### config.mk
export PLATFORM = sky130hd
export DESIGN_NAME = directional_nearest_element_unit
export DESIGN_NICKNAME = d
export VERILOG_FILES = /design/src/rtl/dne_pkg.sv /design/src/rtl/dne_pos_mem.sv /design/src/rtl/dne_score_unit.sv /design/src/rtl/directional_nearest_element_unit.sv
export SDC_FILE = /design/constraint.sdc
export NUM_CORES = 1
export LEC_CHECK = 0
export BUFFER_PORTS_ARGS = -buffer_cell sky130_fd_sc_hd__buf_2
export CAP_MARGIN = 10
export CORE_MARGIN = 2
export CORE_UTILIZATION = 65
export CTS_CLUSTER_SIZE = 16
export DETAILED_ROUTE_END_ITERATION = 10
export PLACE_DENSITY = 0.82
export SYNTH_ARGS = -nofsm -noshare
export SYNTH_HDL_FRONTEND = slang
export SYNTH_HIERARCHICAL = 1
export SYNTH_SLANG_ARGS = --single-unit
### constraint.sdc
create_clock -name clk -period 11.05 [get_ports clk]
set_input_delay 1.6575 -clock clk [delete_from_list [all_inputs] [get_ports clk]]
set_output_delay 1.6575 -clock clk [all_outputs]
set_load 0.03 [all_outputs]
### src/rtl/dne_pkg.sv
// ----------------------------------------------------------------------------
// dne_pkg
// Shared types and constants of the directional nearest element unit.
// ----------------------------------------------------------------------------
package dne_pkg;

    localparam int ELEMENT_COUNT = 16;
    localparam int IDX_W         = 4;
    localparam int POS_W         = 16;
    localparam int LIMIT_W       = 20;
    localparam int SCORE_W       = 20;
    localparam int CFG_AW        = 1;
    localparam int MEM_AW        = (ELEMENT_COUNT > 1) ? $clog2(ELEMENT_COUNT) : 1;
    localparam int SPAN          = (ELEMENT_COUNT < 16) ? ELEMENT_COUNT : 16;
    localparam int SCAN_W        = (SPAN > 1) ? $clog2(SPAN) : 1;

    localparam logic CMD_STORE = 1'b0;
    localparam logic CMD_QUERY = 1'b1;

    localparam logic [1:0] DIR_EAST  = 2'd0;
    localparam logic [1:0] DIR_WEST  = 2'd1;
    localparam logic [1:0] DIR_SOUTH = 2'd2;
    localparam logic [1:0] DIR_NORTH = 2'd3;

    localparam logic [CFG_AW-1:0] CFG_HORIZONTAL = 1'b0;
    localparam logic [CFG_AW-1:0] CFG_VERTICAL   = 1'b1;

    localparam logic [LIMIT_W-1:0] HORIZONTAL_RESET = 20'd10000;
    localparam logic [LIMIT_W-1:0] VERTICAL_RESET   = 20'd1000;

    typedef struct packed {
        logic                    command;
        logic [IDX_W-1:0]        element_index;
        logic signed [POS_W-1:0] pos_x;
        logic signed [POS_W-1:0] pos_y;
        logic [1:0]              direction;
    } dne_item_t;

    typedef struct packed {
        logic [IDX_W-1:0] nearest_index;
        logic             found;
    } dne_result_t;

    typedef struct packed {
        logic signed [POS_W-1:0] x;
        logic signed [POS_W-1:0] y;
    } dne_pos_t;

    typedef struct packed {
        logic             init;
        logic             load_origin;
        logic             entry_valid;
        logic [IDX_W-1:0] entry_index;
    } dne_scan_ctrl_t;

endpackage

### src/rtl/dne_pos_mem.sv
// ----------------------------------------------------------------------------
// dne_pos_mem
// Position table: one write port, one read port, registered read data.
// ----------------------------------------------------------------------------
module dne_pos_mem
    import dne_pkg::*;
(
    input  logic              clk,
    input  logic              wr_en,
    input  logic [MEM_AW-1:0] wr_addr,
    input  dne_pos_t          wr_data,
    input  logic [MEM_AW-1:0] rd_addr,
    output dne_pos_t          rd_data
);

    dne_pos_t mem [ELEMENT_COUNT];
    dne_pos_t rd_data_reg;

    always_ff @(posedge clk)
    begin
        if (wr_en)
        begin
            mem[wr_addr] <= wr_data;
        end
    end

    always_ff @(posedge clk)
    begin
        rd_data_reg <= mem[rd_addr];
    end

    assign rd_data = rd_data_reg;

endmodule

### src/rtl/dne_score_unit.sv
// ----------------------------------------------------------------------------
// dne_score_unit
// Three-stage scorer: distances, weighted score, running best compare.
// ----------------------------------------------------------------------------
module dne_score_unit
    import dne_pkg::*;
(
    input  logic               clk,
    input  logic               rst_n,
    input  dne_scan_ctrl_t     ctrl,
    input  logic [IDX_W-1:0]   query_index,
    input  logic [1:0]         query_direction,
    input  logic [LIMIT_W-1:0] query_bound,
    input  dne_pos_t           entry,
    output logic [IDX_W-1:0]   best_index,
    output logic               found
);

    logic [1:0]         dir_reg;
    logic [IDX_W-1:0]   qidx_reg;
    dne_pos_t           origin_reg;

    logic               s1_valid_reg;
    logic [POS_W-1:0]   s1_main_reg;
    logic [POS_W-1:0]   s1_cross_reg;
    logic [IDX_W-1:0]   s1_index_reg;

    logic               s2_valid_reg;
    logic [SCORE_W-1:0] s2_score_reg;
    logic [IDX_W-1:0]   s2_index_reg;

    logic [SCORE_W-1:0] bound_reg;
    logic [IDX_W-1:0]   best_reg;
    logic               found_reg;

    logic signed [POS_W:0] dx_fwd;
    logic signed [POS_W:0] dx_rev;
    logic signed [POS_W:0] dy_fwd;
    logic signed [POS_W:0] dy_rev;
    logic signed [POS_W:0] main_d;
    logic signed [POS_W:0] cross_d;
    logic                  ahead;
    logic                  s1_valid_next;
    logic [SCORE_W-1:0]    score_next;

    always_comb
    begin
        dx_fwd = {entry.x[POS_W-1], entry.x} - {origin_reg.x[POS_W-1], origin_reg.x};
        dx_rev = {origin_reg.x[POS_W-1], origin_reg.x} - {entry.x[POS_W-1], entry.x};
        dy_fwd = {entry.y[POS_W-1], entry.y} - {origin_reg.y[POS_W-1], origin_reg.y};
        dy_rev = {origin_reg.y[POS_W-1], origin_reg.y} - {entry.y[POS_W-1], entry.y};
        case (dir_reg)
            DIR_EAST:
            begin
                main_d  = dx_fwd;
                cross_d = dy_fwd[POS_W] ? dy_rev : dy_fwd;
            end
            DIR_WEST:
            begin
                main_d  = dx_rev;
                cross_d = dy_fwd[POS_W] ? dy_rev : dy_fwd;
            end
            DIR_SOUTH:
            begin
                main_d  = dy_fwd;
                cross_d = dx_fwd[POS_W] ? dx_rev : dx_fwd;
            end
            DIR_NORTH:
            begin
                main_d  = dy_rev;
                cross_d = dx_fwd[POS_W] ? dx_rev : dx_fwd;
            end
            default:
            begin
                main_d  = dx_fwd;
                cross_d = dy_fwd;
            end
        endcase
        ahead         = !main_d[POS_W] && (main_d != '0);
        s1_valid_next = ctrl.entry_valid && ahead && (ctrl.entry_index != qidx_reg);
        score_next    = {1'b0, s1_main_reg, 3'b000} + {3'b000, s1_main_reg, 1'b0}
                      + {2'b00, s1_cross_reg, 2'b00} + {4'b0000, s1_cross_reg};
    end

    always_ff @(posedge clk or negedge rst_n)
    begin
        if (!rst_n)
        begin
            s1_valid_reg <= 1'b0;
            s2_valid_reg <= 1'b0;
            found_reg    <= 1'b0;
        end
        else
        begin
            s1_valid_reg <= s1_valid_next && !ctrl.init;
            s2_valid_reg <= s1_valid_reg && !ctrl.init;
            if (ctrl.init)
            begin
                found_reg <= 1'b0;
            end
            else if (s2_valid_reg && (s2_score_reg < bound_reg))
            begin
                found_reg <= 1'b1;
            end
        end
    end

    always_ff @(posedge clk)
    begin
        if (ctrl.init)
        begin
            dir_reg   <= query_direction;
            qidx_reg  <= query_index;
            bound_reg <= query_bound;
            best_reg  <= query_index;
        end
        else if (s2_valid_reg && (s2_score_reg < bound_reg))
        begin
            bound_reg <= s2_score_reg;
            best_reg  <= s2_index_reg;
        end
        if (ctrl.load_origin)
        begin
            origin_reg <= entry;
        end
        s1_main_reg  <= main_d[POS_W-1:0];
        s1_cross_reg <= cross_d[POS_W-1:0];
        s1_index_reg <= ctrl.entry_index;
        s2_score_reg <= score_next;
        s2_index_reg <= s1_index_reg;
    end

    assign best_index = best_reg;
    assign found      = found_reg;

endmodule

### src/rtl/directional_nearest_element_unit.sv
// ----------------------------------------------------------------------------
// directional_nearest_element_unit
// Position table with a directional nearest element search.
// ----------------------------------------------------------------------------
// Input channel: an item transfers at a rising edge with start high and busy
// low. A store item writes one table entry in that cycle and leaves busy low;
// it gives no result. A query item raises busy and scans the table.
// Output channel: result_valid strobes for one cycle with result; the
// receiver cannot stall, so the result is dropped after that cycle.
// Query sequence: S_ORIGIN loads the origin entry, S_SCAN one entry per cycle
// over the table, S_FLUSH and S_SETTLE drain the scoring pipeline, S_DONE shows
// the result; the next item transfers the cycle after S_DONE. A query from an
// index outside the table gives its result in the cycle after the transfer.
// The single table read port sets the one-entry-per-cycle scan.
// Configuration: cfg_write with cfg_addr 0 sets the horizontal limit, 1 the
// vertical limit; write only while busy is low.
// Reset: limits go to 10000 and 1000, the unit goes idle; table contents stay
// undefined until written.
// ----------------------------------------------------------------------------
module directional_nearest_element_unit
    import dne_pkg::*;
(
    input  logic               clk,
    input  logic               rst_n,
    input  logic               start,
    output logic               busy,
    input  dne_item_t          item,
    output logic               result_valid,
    output dne_result_t        result,
    input  logic               cfg_write,
    input  logic [CFG_AW-1:0]  cfg_addr,
    input  logic [LIMIT_W-1:0] cfg_data
);

    typedef enum logic [5:0] {
        S_IDLE   = 6'b000001,
        S_ORIGIN = 6'b000010,
        S_SCAN   = 6'b000100,
        S_FLUSH  = 6'b001000,
        S_SETTLE = 6'b010000,
        S_DONE   = 6'b100000
    } state_t;

    state_t              state_reg;
    state_t              state_next;
    logic [SCAN_W-1:0]   scan_cnt_reg;
    logic [SCAN_W-1:0]   scan_cnt_next;
    logic [SCAN_W:0]     scan_inc;
    logic                scan_last;
    logic [LIMIT_W-1:0]  horizontal_limit_reg;
    logic [LIMIT_W-1:0]  vertical_limit_reg;

    logic                accept;
    logic                in_range;
    logic                mem_wr_en;
    logic [MEM_AW-1:0]   mem_rd_addr;
    dne_pos_t            mem_wr_data;
    dne_pos_t            mem_rd_data;
    dne_scan_ctrl_t      scan_ctrl;
    logic [LIMIT_W-1:0]  query_bound;
    logic [IDX_W-1:0]    best_index;
    logic                best_found;

    assign accept      = start && !busy;
    assign in_range    = int'(item.element_index) < ELEMENT_COUNT;
    assign mem_wr_en   = accept && (item.command == CMD_STORE) && in_range;
    assign mem_wr_data = '{x: item.pos_x, y: item.pos_y};
    assign scan_inc    = {1'b0, scan_cnt_reg} + (SCAN_W + 1)'(1);
    assign scan_last   = scan_cnt_reg == SCAN_W'(SPAN - 1);
    assign query_bound = ((item.direction == DIR_EAST) || (item.direction == DIR_WEST))
                       ? horizontal_limit_reg : vertical_limit_reg;

    always_comb
    begin
        state_next    = state_reg;
        scan_cnt_next = scan_cnt_reg;
        mem_rd_addr   = MEM_AW'(item.element_index);
        case (state_reg)
            S_IDLE:
            begin
                if (accept && (item.command == CMD_QUERY))
                begin
                    state_next = in_range ? S_ORIGIN : S_DONE;
                end
            end
            S_ORIGIN:
            begin
                mem_rd_addr   = '0;
                scan_cnt_next = '0;
                state_next    = S_SCAN;
            end
            S_SCAN:
            begin
                mem_rd_addr   = MEM_AW'(scan_inc);
                scan_cnt_next = scan_inc[SCAN_W-1:0];
                if (scan_last)
                begin
                    state_next = S_FLUSH;
                end
            end
            S_FLUSH:
            begin
                state_next = S_SETTLE;
            end
            S_SETTLE:
            begin
                state_next = S_DONE;
            end
            S_DONE:
            begin
                state_next = S_IDLE;
            end
            default:
            begin
                state_next = S_IDLE;
            end
        endcase
    end

    always_ff @(posedge clk or negedge rst_n)
    begin
        if (!rst_n)
        begin
            state_reg    <= S_IDLE;
            scan_cnt_reg <= '0;
        end
        else
        begin
            state_reg    <= state_next;
            scan_cnt_reg <= scan_cnt_next;
        end
    end

    always_ff @(posedge clk or negedge rst_n)
    begin
        if (!rst_n)
        begin
            horizontal_limit_reg <= HORIZONTAL_RESET;
            vertical_limit_reg   <= VERTICAL_RESET;
        end
        else if (cfg_write)
        begin
            case (cfg_addr)
                CFG_HORIZONTAL: horizontal_limit_reg <= cfg_data;
                CFG_VERTICAL:   vertical_limit_reg   <= cfg_data;
                default:        ;
            endcase
        end
    end

    always_comb
    begin
        scan_ctrl.init        = accept && (item.command == CMD_QUERY);
        scan_ctrl.load_origin = state_reg == S_ORIGIN;
        scan_ctrl.entry_valid = state_reg == S_SCAN;
        scan_ctrl.entry_index = IDX_W'(scan_cnt_reg);
    end

    dne_pos_mem u_pos_mem (
        .clk     (clk),
        .wr_en   (mem_wr_en),
        .wr_addr (MEM_AW'(item.element_index)),
        .wr_data (mem_wr_data),
        .rd_addr (mem_rd_addr),
        .rd_data (mem_rd_data)
    );

    dne_score_unit u_score_unit (
        .clk             (clk),
        .rst_n           (rst_n),
        .ctrl            (scan_ctrl),
        .query_index     (item.element_index),
        .query_direction (item.direction),
        .query_bound     (query_bound),
        .entry           (mem_rd_data),
        .best_index      (best_index),
        .found           (best_found)
    );

    assign busy                 = state_reg != S_IDLE;
    assign result_valid         = state_reg == S_DONE;
    assign result.nearest_index = best_index;
    assign result.found         = best_found;

endmodule

==> results.sh, run 1 <==
export IMPL_fmax_ghz=0.241
export IMPL_root_buffer="clkbuf_16"
export IMPL_post_cts_setup_buffers=0
export IMPL_hold_path_class="reg -> reg"
export IMPL_die_y_um=226
export IMPL_netlist_instances=2053
export IMPL_path_cells="inv_1, ha_1, and3_1, and3_1, o31ai_4, a31oi_1, a221o_1, buf_4, mux2_4, a221oi_2, xnor2_1, mux2i_1"
export IMPL_fin_nets=2329
export IMPL_layout_min_cycle_time_ps=4140
export IMPL_finalHoldViolations=0
export IMPL_powerDensity_nw_per_um2=277
export IMPL_reg2reg_from="u_pos_mem/rd_data[23]"
export IMPL_core_area_um2=48800
export IMPL_tightestPinTransition_ps=1320
export IMPL_place_gp_congestion=0.888
export IMPL_fp_row_count=81
export IMPL_clk_pin_slew_ps=60
export IMPL_antenna_found_initial=2
export IMPL_clock_sinks=719
export IMPL_worstSkewPairLatency_ps=620
export IMPL_numCtsBuffers=71
export IMPL_ys_async_sr_fraction=0.0737
export IMPL_vias=18823
export IMPL_largest_reg_flops=512
export IMPL_required_ps=11530
export IMPL_cap_violations=0
export IMPL_cts_tree="built"
export IMPL_synth_edff_count=574
export IMPL_n_fill_cell=2896
export IMPL_portBuffers=70
export IMPL_setup_viol=0
export IMPL_skew_ps=24.1
export IMPL_hpwl_mm=43.9
export IMPL_max_vdd_ir_drop_mv=0.295
export IMPL_r2r_slack_ps=6910
export IMPL_first_global_vias=19304
export IMPL_synth_top_flop_cell="edfxtp_1"
export IMPL_worst_path_max_fanout=17
export IMPL_drt_wl_total_mm=77.6
export IMPL_hp_start="u_score_unit/s1_index_reg[2]"
export IMPL_initial_core_util=0.657
export IMPL_critPathKind="reg -> reg"
export IMPL_cp_arrival_ps=4620
export IMPL_drc=0
export IMPL_yosysWarningCount=6
export IMPL_holdPathStages=0
export IMPL_grt_max_degree=109
export IMPL_drtAntennaViolNets=0
export IMPL_setup_tns_ps=0
export IMPL_reg2reg_depth=12
export IMPL_dieWidth_um=226
export IMPL_r2r_end="u_score_unit/s1_cross_reg[15]"
export IMPL_htreeDepth=3
export IMPL_die_area_um2=51200
export IMPL_rsz0062_at_grt="false"
export IMPL_slew_violations=0
export IMPL_synthToLayoutAreaGrowth_pct=11.5
export IMPL_first_pass_iters=5
export IMPL_hold_end="u_score_unit/s2_index_reg[2]"
export IMPL_ys_seq_area_frac=0.636
export IMPL_ioPinCount=71
export IMPL_ys_types=86
export IMPL_grt_pass1_wl_mm=118
export IMPL_period_share=0.375
export IMPL_timing_final_ws_setup_ps=6910
export IMPL_grt_overflow_total=0
export IMPL_ctsResizeCount=0
export IMPL_cts_max_path_buffers=3
export IMPL_finish_utilization=0.733
export IMPL_synth_avg_cell_area_um2=15.6
export IMPL_synth_fp_nets=2256
export IMPL_drive_above_1_share=0.224
export IMPL_wire_per_inst_um=27.2
export IMPL_cp_start_kind="flop"
export IMPL_cp_end_kind="flop"
export IMPL_drt_iter0_drc=1947
export IMPL_worst_path_most_repeated_cell="and3_1"
export IMPL_max_slew_margin=0.118
export IMPL_yosys_register_bits=719
export IMPL_syn_area_um2=32100
export IMPL_via_per_inst=6.61
export IMPL_status="finished clean"
export IMPL_track_usage=0.314
export IMPL_critPathSlowestCell="ha_1"
export IMPL_max_stage_delay_ps=550
export IMPL_leakage_nw=13.0
export IMPL_dpl_worst_slack_ps=6640
export IMPL_hold_buffers=0
-- metrics by stage --
step           power, mW  hold slack (ps)  area [um2]  cells
2_1_floorplan       6.37              310       32100   2053
3_3_place_gp        7.19              312       33200   2714
3_5_place_dp        7.29              315       33200   2714
4_1_cts             9.95              330       35700   2844
5_1_grt             10.5              332       35800   2848
6_report            9.92              328       35800   2848
-- cells by family (layout without fill, tap and decap cells) --
kind of cell / count (synthesis) / count (layout) / share of synthesized area
adder cells (fa/ha/maj): 139 / 139 / 0.0619
other: 0 / 1 / 0
AND/OR/NAND/NOR: 330 / 330 / 0.0516
multiplexers: 255 / 255 / 0.133
AO/OA/AOI/OAI: 330 / 330 / 0.0713
flip-flops: 719 / 719 / 0.636
buffers and inverters: 217 / 347 / 0.0287
XOR/XNOR: 63 / 63 / 0.0172
-- routing by layer --
layer | global-route usage | share of wire | vias to the layer above
met5 | 0 | 0 | -
met4 | 0.116 | 0.035 | 0
met3 | 0.0538 | 0.077 | 189
met2 | 0.541 | 0.52 | 964
met1 | 0.403 | 0.37 | 9612
li1 | - | - | 8058
-- cell type report --
class	instances	area [um2]	share of cell area
sequential	719	20400	0.571
antenna	1	2.50	0.0000699
multi-input combinational	1117	10900	0.306
inverter	119	447	0.0125
clock inverter	37	567	0.0158
tap	664	831	0.0232
timing repair buffer	98	611	0.0171
clock buffer	93	1970	0.0551
-- layout by cell type (no fill, tap or decap), types with 20 or more instances in the layout --
cell type,instances
edfxtp_1,574
mux4_2,129
inv_1,119
ha_1,106
dfxtp_1,92
mux2_2,90
nand2_1,79
clkbuf_16,74
nor2_1,73
a21oi_1,71
buf_2,70
a22oi_1,69
o21ai_0,42
dfrtp_1,41
xnor2_1,40
mux2i_1,35
fa_1,33
nand3_1,31
a21o_1,24
buf_4,24
xor2_1,23
nor2b_1,20
-- worst max-delay path: cells and delay by family (launching register included) --
family                     cells  cell delay, ps
AOI/OAI and AO/OA              4            1280
xor gates and xnor gates       1              90
adders and majority gates      1             550
buffers and inverters          2             430
DFF                            1             490
muxes                          2             590
and+or+nand+nor                2             560
-- power breakdown --
group          switching (mW)  total, mW  internal, mW
clock                    1.06       2.62          1.56
sequential              0.217       3.46          3.25
combinational            2.16       3.84          1.68
total                    3.43       9.92          6.48
-- how the worst max path moves through the flow --
stage                                     start                       endpoint
detailed placement                     item[35]           u_pos_mem/rd_data[5]
floorplan                              item[38]            u_pos_mem/mem[0][0]
global placement                       item[35]           u_pos_mem/rd_data[6]
finish                    u_pos_mem/rd_data[23]  u_score_unit/s1_cross_reg[15]
global route        u_score_unit/s1_main_reg[2]  u_score_unit/s2_score_reg[19]
CTS                 u_score_unit/s1_main_reg[2]  u_score_unit/s2_score_reg[19]
-- Yosys cell counts (6+ instances only) --
master,n,area share
buf_2,24,0.0037
xnor2_1,40,0.011
a31oi_1,12,0.0023
inv_1,119,0.014
buf_4,12,0.0028
a22oi_1,69,0.016
nand2_1,79,0.0092
clkbuf_1,39,0.0046
fa_1,33,0.021
nor2b_1,22,0.0043
a21o_1,24,0.0056
nand3_1,31,0.0048
a211oi_1,19,0.0044
nand2b_1,13,0.0025
dfrtp_1,41,0.032
dfxtp_1,92,0.057
and3_1,11,0.0021
edfxtp_1,574,0.54
dfstp_2,12,0.0098
a2111oi_0,7,0.0019
o21ai_1,6,0.00094
ha_1,106,0.041
a21oi_1,71,0.011
mux4_2,129,0.090
or2_2,6,0.0012
mux2i_1,35,0.011
nor3_1,23,0.0036
nor2_1,87,0.010
xor2_1,23,0.0063
or3_1,11,0.0021
and2_1,10,0.0019
nand3b_1,8,0.0019
o21ai_0,42,0.0065
mux2_2,90,0.032
o211ai_1,11,0.0026
buf_1,18,0.0021
Note: power is estimated with default switching activity, not from simulation.
==> run 2, diff against run 1 <==
- CORE_UTILIZATION: 65 -> 57
- PLACE_DENSITY: 0.82 -> 0.76
- clock period: 11.05 -> 3.6 ns (I/O delays scaled with it)
==> results.sh, run 2 (synthesis results as in run 1) <==
export IMPL_status="finished clean"
export IMPL_fin_nets=2371
export IMPL_clock_sinks=719
export IMPL_r2r_slack_ps=130
export IMPL_worst_path_max_fanout=3
export IMPL_numCtsBuffers=71
export IMPL_drive_above_1_share=0.240
export IMPL_placed_area_um2=33900
export IMPL_reg2reg_depth=14
export IMPL_fmax_ghz=0.288
export IMPL_max_vdd_ir_drop_mv=1.36
export IMPL_layout_cells_most_common="edfxtp_1"
export IMPL_cap_violations=0
export IMPL_crit_path_start="u_score_unit/s1_main_reg[1]"
export IMPL_powerDensity_nw_per_um2=849
export IMPL_initial_core_util=0.579
export IMPL_multi_input_area_um2=11000
export IMPL_hpwl_mm=45.4
export IMPL_slew_violations=0
export IMPL_max_slew_margin=0.376
export IMPL_cp_num_buf_inv=2
export IMPL_dieWidth_um=241
export IMPL_first_pass_iters=6
export IMPL_cp_endpoint="u_score_unit/s2_score_reg[17]"
export IMPL_cp_end_kind="flop"
export IMPL_dp_cells=2838
export IMPL_setup_viol=0
export IMPL_root_buffer="clkbuf_16"
export IMPL_ioPinCount=71
export IMPL_drt_wl_total_mm=75.3
export IMPL_grt_overflow_total=0
export IMPL_tightestPinTransition_ps=935
export IMPL_worstSkewPairLatency_ps=620
export IMPL_critPathKind="reg -> reg"
export IMPL_n_fill_cell=3735
export IMPL_grt_max_degree=44
export IMPL_wire_per_inst_um=25.4
export IMPL_leakage_nw=13.2
export IMPL_cts_tree="built"
export IMPL_place_gp_congestion=0.916
export IMPL_fin_cells=2969
export IMPL_hold_path_class="in -> reg"
export IMPL_timing_final_ws_setup_ps=125
export IMPL_finalHoldViolations=0
export IMPL_drt_iter0_drc=1594
export IMPL_htreeDepth=3
export IMPL_crit_family="adder cells"
export IMPL_drtAntennaViolNets=0
export IMPL_r2r_end="u_score_unit/s2_score_reg[17]"
export IMPL_layout_min_cycle_time_ps=3470
export IMPL_clk_pin_slew_ps=60
export IMPL_grt_pass1_wl_mm=115
export IMPL_via_per_inst=6.24
export IMPL_cts_max_path_buffers=3
export IMPL_finish_utilization=0.655
export IMPL_final_cell_mix="574 x edfxtp_1, 129 x mux4_2, 119 x inv_1"
export IMPL_worst_path_most_repeated_cell="fa_1"
export IMPL_power_total_mw=30.8
export IMPL_largest_reg_flops=512
export IMPL_antenna_found_initial=5
export IMPL_worst_path_stages=14
export IMPL_die_area_um2=58200
export IMPL_track_usage=0.266
export IMPL_die_y_um=241
export IMPL_first_global_vias=19236
export IMPL_portBuffers=70
export IMPL_critPathSlowestCell="fa_1"
export IMPL_required_ps=4060
export IMPL_synthToLayoutAreaGrowth_pct=13.1
export IMPL_skew_ps=50.9
export IMPL_final_area_um2=36300
export IMPL_reg2reg_from="u_score_unit/s1_main_reg[1]"
export IMPL_fp_row_count=86
export IMPL_max_stage_delay_ps=560
export IMPL_path_cells="buf_4, fa_1, fa_1, inv_1, fa_2, nor2b_2, o21ai_2, a21boi_2, o211ai_1, a21oi_2, nor3_2, o31ai_1, a21oi_1, xnor2_1"
export IMPL_cp_start_kind="flop"
export IMPL_period_share=0.965
export IMPL_dpl_worst_slack_ps=-175
export IMPL_drc=0
export IMPL_regArea_um2=20400
export IMPL_cp_arrival_ps=3940
export IMPL_core_area_um2=55400
export IMPL_vias=18522
run 2: metal layers:
layer | part of all wire | up-vias | track usage
met5 | 0.00029 | - | 0
met4 | 0.029 | 4 | 0.0898
met3 | 0.069 | 161 | 0.0425
met2 | 0.52 | 792 | 0.467
met1 | 0.38 | 9445 | 0.339
li1 | - | 8120 | -
run 2: worst min path at each step:
stage | from | end | depth (start not counted)
2_1_floorplan | rst_n | horizontal_limit_reg[0] | 0
3_3_place_gp | u_score_unit/s1_index_reg[1] | u_score_unit/s2_index_reg[1] | 0
3_5_place_dp | u_score_unit/s1_index_reg[1] | u_score_unit/s2_index_reg[1] | 0
4_1_cts | item[0] | u_score_unit/dir_reg[0] | 1
5_1_grt | item[0] | u_score_unit/dir_reg[0] | 1
6_report | item[0] | u_score_unit/dir_reg[0] | 1
run 2: timing repair:
action,in CTS,in global routing
buffers inserted,1,3
endpoints found under the hold margin,18,0
setup endpoints to repair,2,6
resized for setup,2,17
pin swaps,3,11
hold buffers,1,0
run 2: power by group:
group | internal (mW) | switching [mW]
sequential | 9.96 | 0.571
combinational | 5.84 | 7.14
clock | 4.20 | 3.10
total | 20.0 | 10.8
run 2: final cells by class:
class,count,area share
timing repair buffer,140,0.0321
clock inverter,26,0.00634
multi-input combinational,1117,0.304
clock buffer,97,0.0571
tap,748,0.0258
sequential,719,0.563
inverter,119,0.0123
antenna,3,0.000207
run 2: metrics by stage:
stage	TNS, ps	hold WS, ps
floorplan	-12340	244
global placement	-37.7	315
detailed placement	-211	315
CTS	0	83.6
global route	-84.8	91.5
finish	0	118
